--- config.mk ---
export PLATFORM = sky130hd
export DESIGN_NAME = rssi_proximity_lock_detector_core
export DESIGN_NICKNAME = d
export VERILOG_FILES = /design/src/sv/rpld_pkg.sv /design/src/sv/rssi_proximity_lock_detector_core.sv
export VERILOG_INCLUDE_DIRS = /design/src /design/src/sv
export SDC_FILE = /design/constraint.sdc
export NUM_CORES = 1
export LEC_CHECK = 0
export ABC_AREA = 1
export BUFFER_PORTS_ARGS = -buffer_cell sky130_fd_sc_hd__buf_2
export CAP_MARGIN = 10
export CORE_ASPECT_RATIO = 1.75
export CORE_MARGIN = 3
export CORE_UTILIZATION = 50
export DETAILED_ROUTE_END_ITERATION = 16
export PLACE_DENSITY = 0.68
export SYNTH_ARGS = -nofsm -noshare
export SYNTH_HDL_FRONTEND = slang
export SYNTH_SLANG_ARGS = --single-unit
--- constraint.sdc ---
create_clock -name clk -period 38.6 [get_ports clk]
set_clock_uncertainty 0.05 [all_clocks]
set_input_delay 5.79 -clock clk [delete_from_list [all_inputs] [get_ports clk]]
set_output_delay 5.79 -clock clk [all_outputs]
set_load 0.05 [all_outputs]
--- src/sv/rssi_proximity_lock_detector_core_defines.svh ---
// Assertion macros for the RSSI proximity lock detector.
// Included by the top level; depends on nothing else.
`ifndef RSSI_PROXIMITY_LOCK_DETECTOR_CORE_DEFINES_SVH
`define RSSI_PROXIMITY_LOCK_DETECTOR_CORE_DEFINES_SVH

`ifndef NO_ASSERTIONS
// Same-cycle implication, disabled during reset
`define RPLD_ASSERT_IMPL(label, clk, rst, ante, cons, msg) \
  label: assert property (@(posedge clk) disable iff (rst) (ante) |-> (cons)) \
    else $error(msg);
// Next-cycle implication, disabled during reset
`define RPLD_ASSERT_NEXT(label, clk, rst, ante, cons, msg) \
  label: assert property (@(posedge clk) disable iff (rst) (ante) |=> (cons)) \
    else $error(msg);
`else
`define RPLD_ASSERT_IMPL(label, clk, rst, ante, cons, msg)
`define RPLD_ASSERT_NEXT(label, clk, rst, ante, cons, msg)
`endif

`endif

--- src/sv/rpld_pkg.sv ---
// Shared constants for the RSSI proximity lock detector.
// No dependencies; used by the core by scoped names.
package rpld_pkg;

  // Sample and field widths
  localparam int RssiW   = 9;
  localparam int Window  = 4;
  localparam int SlotW   = $clog2(Window);
  localparam int MissW   = 4;

  // Special sample codes
  localparam logic signed [RssiW-1:0] NoSignal = -9'sd255;

  // Miss counter limits
  localparam logic [MissW-1:0] MissMax   = 4'd15;
  localparam logic [MissW-1:0] MissLimit = 4'd3;

  // Register reset values
  localparam logic signed [RssiW-1:0] UnlockThrReset = -9'sd60;
  localparam logic signed [RssiW-1:0] LockThrReset   = -9'sd80;

  // Register indexes
  typedef enum logic [1:0] {
    REG_UNLOCK_EN  = 2'd0,
    REG_LOCK_EN    = 2'd1,
    REG_UNLOCK_THR = 2'd2,
    REG_LOCK_THR   = 2'd3
  } reg_index_t;

  typedef logic signed [RssiW-1:0] rssi_t;

endpackage

--- src/sv/rssi_proximity_lock_detector_core.sv ---
// RSSI proximity lock detector: trimmed mean over a four-entry ring with
// threshold hysteresis and a missed-signal lock. Each input transaction passes
// through the input register, then the result register.
// Throughput is one transaction per cycle; stalls on the master side hold
// both registers. Reset (rst, synchronous, active high) clears the valid flags
// and detector state, not the data registers, and restores register defaults.
`include "rssi_proximity_lock_detector_core_defines.svh"

module rssi_proximity_lock_detector_core (
  input  logic        clk,
  input  logic        rst,
  // Configuration write port
  input  logic        wr_en,
  input  logic [1:0]  wr_index,
  input  logic [8:0]  wr_data,
  // Sample stream
  input  logic        s_tvalid,
  output logic        s_tready,
  input  logic [15:0] s_tdata,   // [8:0] rssi, [15:9] zero
  // Result stream
  output logic        m_tvalid,
  input  logic        m_tready,
  output logic [15:0] m_tdata    // [0] lock_pulse, [1] unlock_pulse, [2] locked,
                                 // [11:3] average, [12] average_valid, [15:13] zero
);

  localparam int W = rpld_pkg::RssiW;

  // Configuration registers
  logic          unlock_enable;
  logic          lock_enable;
  rpld_pkg::rssi_t unlock_threshold;
  rpld_pkg::rssi_t lock_threshold;

  // Detector state
  rpld_pkg::rssi_t                    sample_ring [rpld_pkg::Window];
  logic [rpld_pkg::SlotW-1:0]          write_slot;
  logic                                ring_full;
  logic                                is_locked;
  logic                                seen_signal;
  logic [rpld_pkg::MissW-1:0]          miss_count;
  rpld_pkg::rssi_t                    held_mean;

  // Pipeline registers
  logic            in_valid;
  rpld_pkg::rssi_t in_rssi;
  logic            out_valid;
  logic [15:0]     out_data;

  logic advance;

  // Next-state values
  rpld_pkg::rssi_t             ring_next [rpld_pkg::Window];
  logic [rpld_pkg::SlotW-1:0]   write_slot_next;
  logic                         ring_full_next;
  logic                         is_locked_next;
  logic                         seen_signal_next;
  logic [rpld_pkg::MissW-1:0]   miss_count_next;
  rpld_pkg::rssi_t             held_mean_next;
  logic                         lock_pulse;
  logic                         unlock_pulse;
  logic                         clear_ring;

  logic                         is_tick;
  logic                         is_sample;
  rpld_pkg::rssi_t             ring_min;
  rpld_pkg::rssi_t             ring_max;
  logic signed [W+1:0]          ring_sum;
  logic signed [W+1:0]          mid_sum;
  logic signed [W+1:0]          mid_adj;
  rpld_pkg::rssi_t             mean_use;

  // Handshake: the result register frees up when taken or empty
  assign advance  = in_valid && (!out_valid || m_tready);
  assign s_tready = !in_valid || advance;
  assign m_tvalid = out_valid;
  assign m_tdata  = out_data;

  // Configuration writes
  always_ff @(posedge clk) begin
    if (rst) begin
      unlock_enable    <= 1'b0;
      lock_enable      <= 1'b0;
      unlock_threshold <= rpld_pkg::UnlockThrReset;
      lock_threshold   <= rpld_pkg::LockThrReset;
    end else if (wr_en) begin
      case (rpld_pkg::reg_index_t'(wr_index))
        rpld_pkg::REG_UNLOCK_EN:  unlock_enable    <= wr_data[0];
        rpld_pkg::REG_LOCK_EN:    lock_enable      <= wr_data[0];
        rpld_pkg::REG_UNLOCK_THR: unlock_threshold <= wr_data;
        rpld_pkg::REG_LOCK_THR:   lock_threshold   <= wr_data;
        default: ;
      endcase
    end
  end

  // Input register
  always_ff @(posedge clk) begin
    if (rst) begin
      in_valid <= 1'b0;
    end else if (s_tready) begin
      in_valid <= s_tvalid;
    end
  end

  always_ff @(posedge clk) begin
    if (s_tready && s_tvalid) begin
      in_rssi <= s_tdata[W-1:0];
    end
  end

  // Classify the sample; -256 is neither a sample nor a tick
  assign is_tick   = (in_rssi == rpld_pkg::NoSignal);
  assign is_sample = (in_rssi > rpld_pkg::NoSignal);

  // Ring write and trimmed mean over the updated ring
  always_comb begin
    for (int i = 0; i < rpld_pkg::Window; i++) begin
      ring_next[i] = sample_ring[i];
    end
    ring_next[write_slot] = in_rssi;

    ring_min = ring_next[0];
    ring_max = ring_next[0];
    ring_sum = '0;
    for (int i = 0; i < rpld_pkg::Window; i++) begin
      if (ring_next[i] < ring_min) ring_min = ring_next[i];
      if (ring_next[i] > ring_max) ring_max = ring_next[i];
      ring_sum = ring_sum + (W+2)'(ring_next[i]);
    end
    mid_sum = ring_sum - (W+2)'(ring_min) - (W+2)'(ring_max);
    // Halve, truncating toward zero
    mid_adj = mid_sum + {{(W+1){1'b0}}, mid_sum[W+1]};
  end

  // Decisions for one item
  always_comb begin
    write_slot_next  = write_slot;
    ring_full_next   = ring_full;
    is_locked_next   = is_locked;
    seen_signal_next = seen_signal;
    miss_count_next  = miss_count;
    held_mean_next   = held_mean;
    lock_pulse       = 1'b0;
    unlock_pulse     = 1'b0;
    clear_ring       = 1'b0;
    mean_use         = held_mean;

    if (is_tick && !is_locked) begin
      if (miss_count < rpld_pkg::MissMax) begin
        miss_count_next = miss_count + 1'b1;
      end
    end else if (is_sample) begin
      seen_signal_next = 1'b1;
      miss_count_next  = '0;
      write_slot_next  = write_slot + 1'b1;
      if (write_slot_next == '0) ring_full_next = 1'b1;
      if (ring_full_next) begin
        mean_use = mid_adj[W:1];
      end
      held_mean_next = mean_use;
      if (unlock_enable && (mean_use >= unlock_threshold) && is_locked) begin
        is_locked_next = 1'b0;
        unlock_pulse   = 1'b1;
      end else if (lock_enable && (mean_use <= lock_threshold) && !is_locked) begin
        is_locked_next = 1'b1;
        lock_pulse     = 1'b1;
      end
    end

    // Missed-signal lock empties the ring, keeps the mean
    if (seen_signal_next && (miss_count_next == rpld_pkg::MissLimit) && lock_enable &&
        !is_locked_next) begin
      is_locked_next  = 1'b1;
      lock_pulse      = 1'b1;
      ring_full_next  = 1'b0;
      write_slot_next = '0;
      clear_ring      = 1'b1;
    end
  end

  // State update on each processed item
  always_ff @(posedge clk) begin
    if (rst) begin
      write_slot  <= '0;
      ring_full   <= 1'b0;
      is_locked   <= 1'b0;
      seen_signal <= 1'b0;
      miss_count  <= '0;
      held_mean   <= '0;
    end else if (advance) begin
      write_slot  <= write_slot_next;
      ring_full   <= ring_full_next;
      is_locked   <= is_locked_next;
      seen_signal <= seen_signal_next;
      miss_count  <= miss_count_next;
      held_mean   <= held_mean_next;
    end
  end

  // Ring entries: every entry is rewritten before the ring reads as full,
  // so reset and the clear after a missed-signal lock zero them only for tidiness
  always_ff @(posedge clk) begin
    if (rst) begin
      for (int i = 0; i < rpld_pkg::Window; i++) sample_ring[i] <= '0;
    end else if (advance) begin
      for (int i = 0; i < rpld_pkg::Window; i++) begin
        if (clear_ring) begin
          sample_ring[i] <= '0;
        end else if (is_sample) begin
          sample_ring[i] <= ring_next[i];
        end
      end
    end
  end

  // Result register
  always_ff @(posedge clk) begin
    if (rst) begin
      out_valid <= 1'b0;
    end else if (advance) begin
      out_valid <= 1'b1;
    end else if (m_tready) begin
      out_valid <= 1'b0;
    end
  end

  always_ff @(posedge clk) begin
    if (advance) begin
      out_data <= {3'b000, ring_full_next, held_mean_next, is_locked_next,
                   unlock_pulse, lock_pulse};
    end
  end

  // Checks on the detector's own logic
  `RPLD_ASSERT_IMPL(a_pulses_exclusive, clk, rst, m_tvalid, !(m_tdata[0] && m_tdata[1]), "lock and unlock pulse together")
  `RPLD_ASSERT_IMPL(a_pulse_matches_state, clk, rst, m_tvalid && (m_tdata[0] || m_tdata[1]), m_tdata[2] == m_tdata[0], "pulse disagrees with lock status")
  `RPLD_ASSERT_IMPL(a_stall_blocks_input, clk, rst, in_valid && out_valid && !m_tready, !s_tready, "input taken while result stalled")
  `RPLD_ASSERT_NEXT(a_state_holds_idle, clk, rst, !advance && !rst, $stable(miss_count) && $stable(is_locked), "state moved without an item")

endmodule
[After elaboration in Yosys (flattened, before gate mapping)]
Memory sizes are Yosys's and may differ from the RTL's.
Cells that the tools add are included.
Storage, ports and cells
  bits in registers: 62
  RAM bits: 36
  output and inout bits: 18
  logic and storage cells: 140
  memories kept: 1
Memories
  sample_ring: words 4, width 9, read ports 4, clocked after memory_dff 0, write ports 4, line rssi_proximity_lock_detector_core.sv:36  | rpld_pkg::rssi_t sample_ring [rpld_pkg::Window];
Cells by class
  add/subtract/negate cells: 8
  magnitude comparators: 12
  equal/unequal tests: 6
  mux-type cells: 60
  bitwise operators: 10
  reductions and logical operators: 27
Operators with widths (count)
  two-way mux 9 bit: 20
  bitwise mux 36 bit: 1
  two-way mux 1 bit: 32
  > comparator 9 bit: 3
  less-than comparator 9 bit: 3
  subtractor 11 x 9 -> 11 bit: 2
  demux 9 bit (select 2 bit): 1
  two-way mux 4 bit: 3
  adder 10 x 9 -> 11 bit: 1
  adder 11 x 9 -> 11 bit: 1
  logical AND 1 bit: 11
  adder 10 x 1 -> 10 bit: 1
  adder 9 x 9 -> 10 bit: 1
  equality test 9 bit, second input constant: 1
  greater-or-equal comparator 9 bit: 1
  > comparator 9 bit, second input constant: 1
  <= comparator 9 bit: 1
  bitwise OR 1 bit: 8
  AND reduction 2 bit: 4
  two-way mux 2 bit: 3
  adder 4 x 1 -> 4 bit, second input constant: 1
  equality test 2 bit, second input constant: 2
  equality test 4 x 2 -> 1 bit, second input constant: 1
  zero test 1 bit: 4
  13 further kinds: 16

[Logic depth before layout (Yosys ltp)]
  word-level depth: 34
  gate-level depth with buffers: 83
  gate-level depth less buffers: 80

[Least setup slack after synthesis]
No wires, ideal clock.
  path type: register to register
  start: reg write_slot[0] (netlist name)
  end: mem sample_ring[0][0] (netlist name) (enable)
  library setup time: 0.522 ns
  arrival time: 11.707 ns
  required time: 38.028 ns
  path slack: 26.321 ns
  cell stages (with the launch flop): 75
  cell sequence: dfxtp_1 -> inv_1 -> ha_1 -> buf_6 -> clkbuf_1 -> o21ai_0 -> inv_1 -> ha_1 -> a21oi_1 -> nor2_1 -> a211oi_2 -> nand3_1 -> nand2_1 -> inv_2 -> o21ai_4 -> buf_6 -> nand2_1 -> o21ai_1 -> [... 39 more ...] -> inv_1 -> ha_1 -> nand2_1 -> inv_1 -> nand2_1 -> nor2_1 -> inv_1 -> nor2_1 -> nand2_1 -> xor2_1 -> o21ai_0 -> ha_1 -> a211oi_1 -> o221ai_1 -> nand2_1 -> nor2_1 -> nand2_1 -> nand3_1
RTL lines
  from (decl): line rssi_proximity_lock_detector_core.sv:37  | logic [rpld_pkg::SlotW-1:0] write_slot;
  from (signal assigned): line rssi_proximity_lock_detector_core.sv:192  | write_slot <= write_slot_next;
  to (decl): line rssi_proximity_lock_detector_core.sv:36

==> out/qor.yml <==
outcome: "completed"
critPathMaxFanout: 28
clock-sinks: 98
ys_warn_count: 0
cts_buffer_depth: 2
fmax_ghz: 0.0725
rsz0062_at_grt: "no"
avgSynthCellArea_sq_um: 7.95
start_util: 0.515
drt_iter0_drc: 222
syn-instance-count: 1007
wl_um: 19800
ys_ff_latch: 98
routedWlPerCell_um: 16.1
end_kind: "register"
reg2reg_from: "write_slot[0]"
crit_top_cell: "nand2_1"
rows: 60
arrival_ns: 13.74
synth_top_area_share: 0.218
start_kind: "register"
hp-start: "unlock_threshold[4]"
seq_area_frac_synth: 0.318
drive_gt1_frac: 0.113
syn-cell-area_sq_mm: 0.00800
coreArea_sq_mm: 0.0155
dpl-instance-area_sq_mm: 0.00834
cp.required_ns: 38.56
worstSkewPairLatency_ns: 0.35
postRouteAntennaNets: 0
synth_edf_count: 58
ctsResizeCount: 0
io_pins: 50
tns_ns: 0
fin_crit_sh: 0.357
die_area_sq_mm: 0.0176
viasPerCell: 5.36
dp_hpwl_um: 16500
cts_tree: "built"
die_h_um: 173
postCtsSetupBuffers: 0
synth-main-ff-cell: "edfxtp_1"
htree_levels: 3
hold_slack_ns: 0.419
grt_max_degree: 37
r2r-end: "sample_ring[1][4]"
relSlewSlack: 0.344
slowest_stage: "o21ai_0"
layout_commonest_cell: "inv_1"
cap_violations: 0
grtUsageTotal: 0.238
cts_buffers: 9
r2r_cells: 66
max_stage_delay_ns: 0.68
die_w_um: 102
clkTransAtPathRegs_ns: 0.07
reg2reg_slack_ns: 24.82
hold_class: "register to register"
antenna_found_initial: 0
drc_errors: 0
hold_viol: 0
worstHoldEndpoint: "unlock_threshold[4]"
grt_pass1_wl_um: 32500
synth_top_area_cell: "edfxtp_1"
drtPass1Iterations: 4
vias: 6598
mostFrequentLayoutCells: "180 x inv_1, 167 x nand2_1, 93 x o21ai_0"
tightest_slew_ns: 0.979
synthArstFlopShare: 0
period_needed_ns: 13.78
worstHoldPathCells: 2
root_buffer: "clkbuf_16"
grt_pass1_vias: 6629
antenna_cells: 0
io_buffers: 39
yosysUniqueCellTypes: 52
synth.area.top_cells: "edfxtp_1 22%, ha_1 12%, dfxtp_1 10%"
final_nets: 1183
post-route-cell-area_sq_mm: 0.00865
final_util: 0.556
finalWeightedCongestion: 0.907
syn_to_final_growth_pct: 8.05
crit_type: "register to register"
hold_buffers: 0
maxSlewViolCount: 0
overflow: 0
setup_violations: 0
crit_start: "write_slot[0]"
cells by family after synthesis:
family / share of synthesized area
simple gates: 0.192
compound gates: 0.157
buf+inv: 0.109
fa+ha+maj: 0.210
flops: 0.318
xor+xnor: 0.0142
other cells: 0.000469
cells in the mapped netlist (2+ instances only):
master / number
inv_1: 180
nand2_1: 167
o21ai_0: 93
ha_1: 75
nor2_1: 69
a21oi_1: 62
edfxtp_1: 58
nand3_1: 47
dfxtp_1: 40
fa_1: 37
o21ai_1: 24
clkbuf_1: 18
nand2_2: 15
inv_2: 9
nor3_1: 9
o21ai_2: 9
xor2_1: 8
nand3_2: 7
nand4_1: 7
a31oi_1: 6
nand2_4: 6
nor4_1: 6
o211ai_1: 5
xnor2_1: 5
o21a_1: 4
o31ai_1: 4
buf_4: 3
buf_6: 3
a211oi_1: 2
a21boi_0: 2
a21o_1: 2
buf_2: 2
nor2_2: 2
o21bai_1: 2
or2_2: 2
sequential cells by signal, summed over array words and instances, names as in the netlist:
name              cells
m_tdata              13
miss_count            4
lock_threshold        9
held_mean             9
lock_enable           1
write_slot            2
unlock_enable         1
is_locked             1
seen_signal           1
in_rssi               9
ring_full             1
m_tvalid              1
unlock_threshold      9
in_valid              1
sample_ring          36
stage by stage:
step,instances,setup WS (ns)
2_1_floorplan,1009,26.32
5_1_grt,1230,23.60
4_1_cts,1230,24.80
6_report,1230,24.82
3_3_place_gp,1214,24.94
3_5_place_dp,1214,24.84
cell type report:
type                    count  area [sq um]
multi-input cells         692          4590
fillers                  1510          6890
flip-flops and latches     98          2540
repair buffers             47           255
inverters                 191           719
clock buffers               9           225
well taps                 186           233
clock inverters             7          76.3
worst max-delay path, delay by kind of cell, from the launching register on:
family	cells	cell delay [ns]
AND/OR/NAND/NOR	23	2.63
flip-flops	1	0.39
XOR/XNOR	2	0.29
AO/OA/AOI/OAI	22	5.06
adder cells (fa/ha/maj)	10	3.86
buffers and inverters	9	1.15
routing by layer:
layer | global-route usage | share of wire | vias up
met1 | 0.241 | 0.35 | 3047
met5 | 0 | 0 | -
met3 | 0.0193 | 0.021 | 59
met2 | 0.443 | 0.55 | 119
met4 | 0.161 | 0.077 | 0
li1 | - | - | 3373
worst max-delay path by stage:
stage / endpoint / slack, ns / cells past startpoint
final: sample_ring[1][4] / 24.82 / 66
after global routing: sample_ring[1][7] / 23.60 / 67
after CTS: sample_ring[1][7] / 24.80 / 66
after detailed placement: sample_ring[0][5] / 24.84 / 67
after global placement: sample_ring[1][5] / 24.94 / 66
after floorplan: sample_ring[0][0] / 26.32 / 74
Power is not shown: default switching activity piles up to over one toggle a cycle in this logic, so the estimate is an artifact.
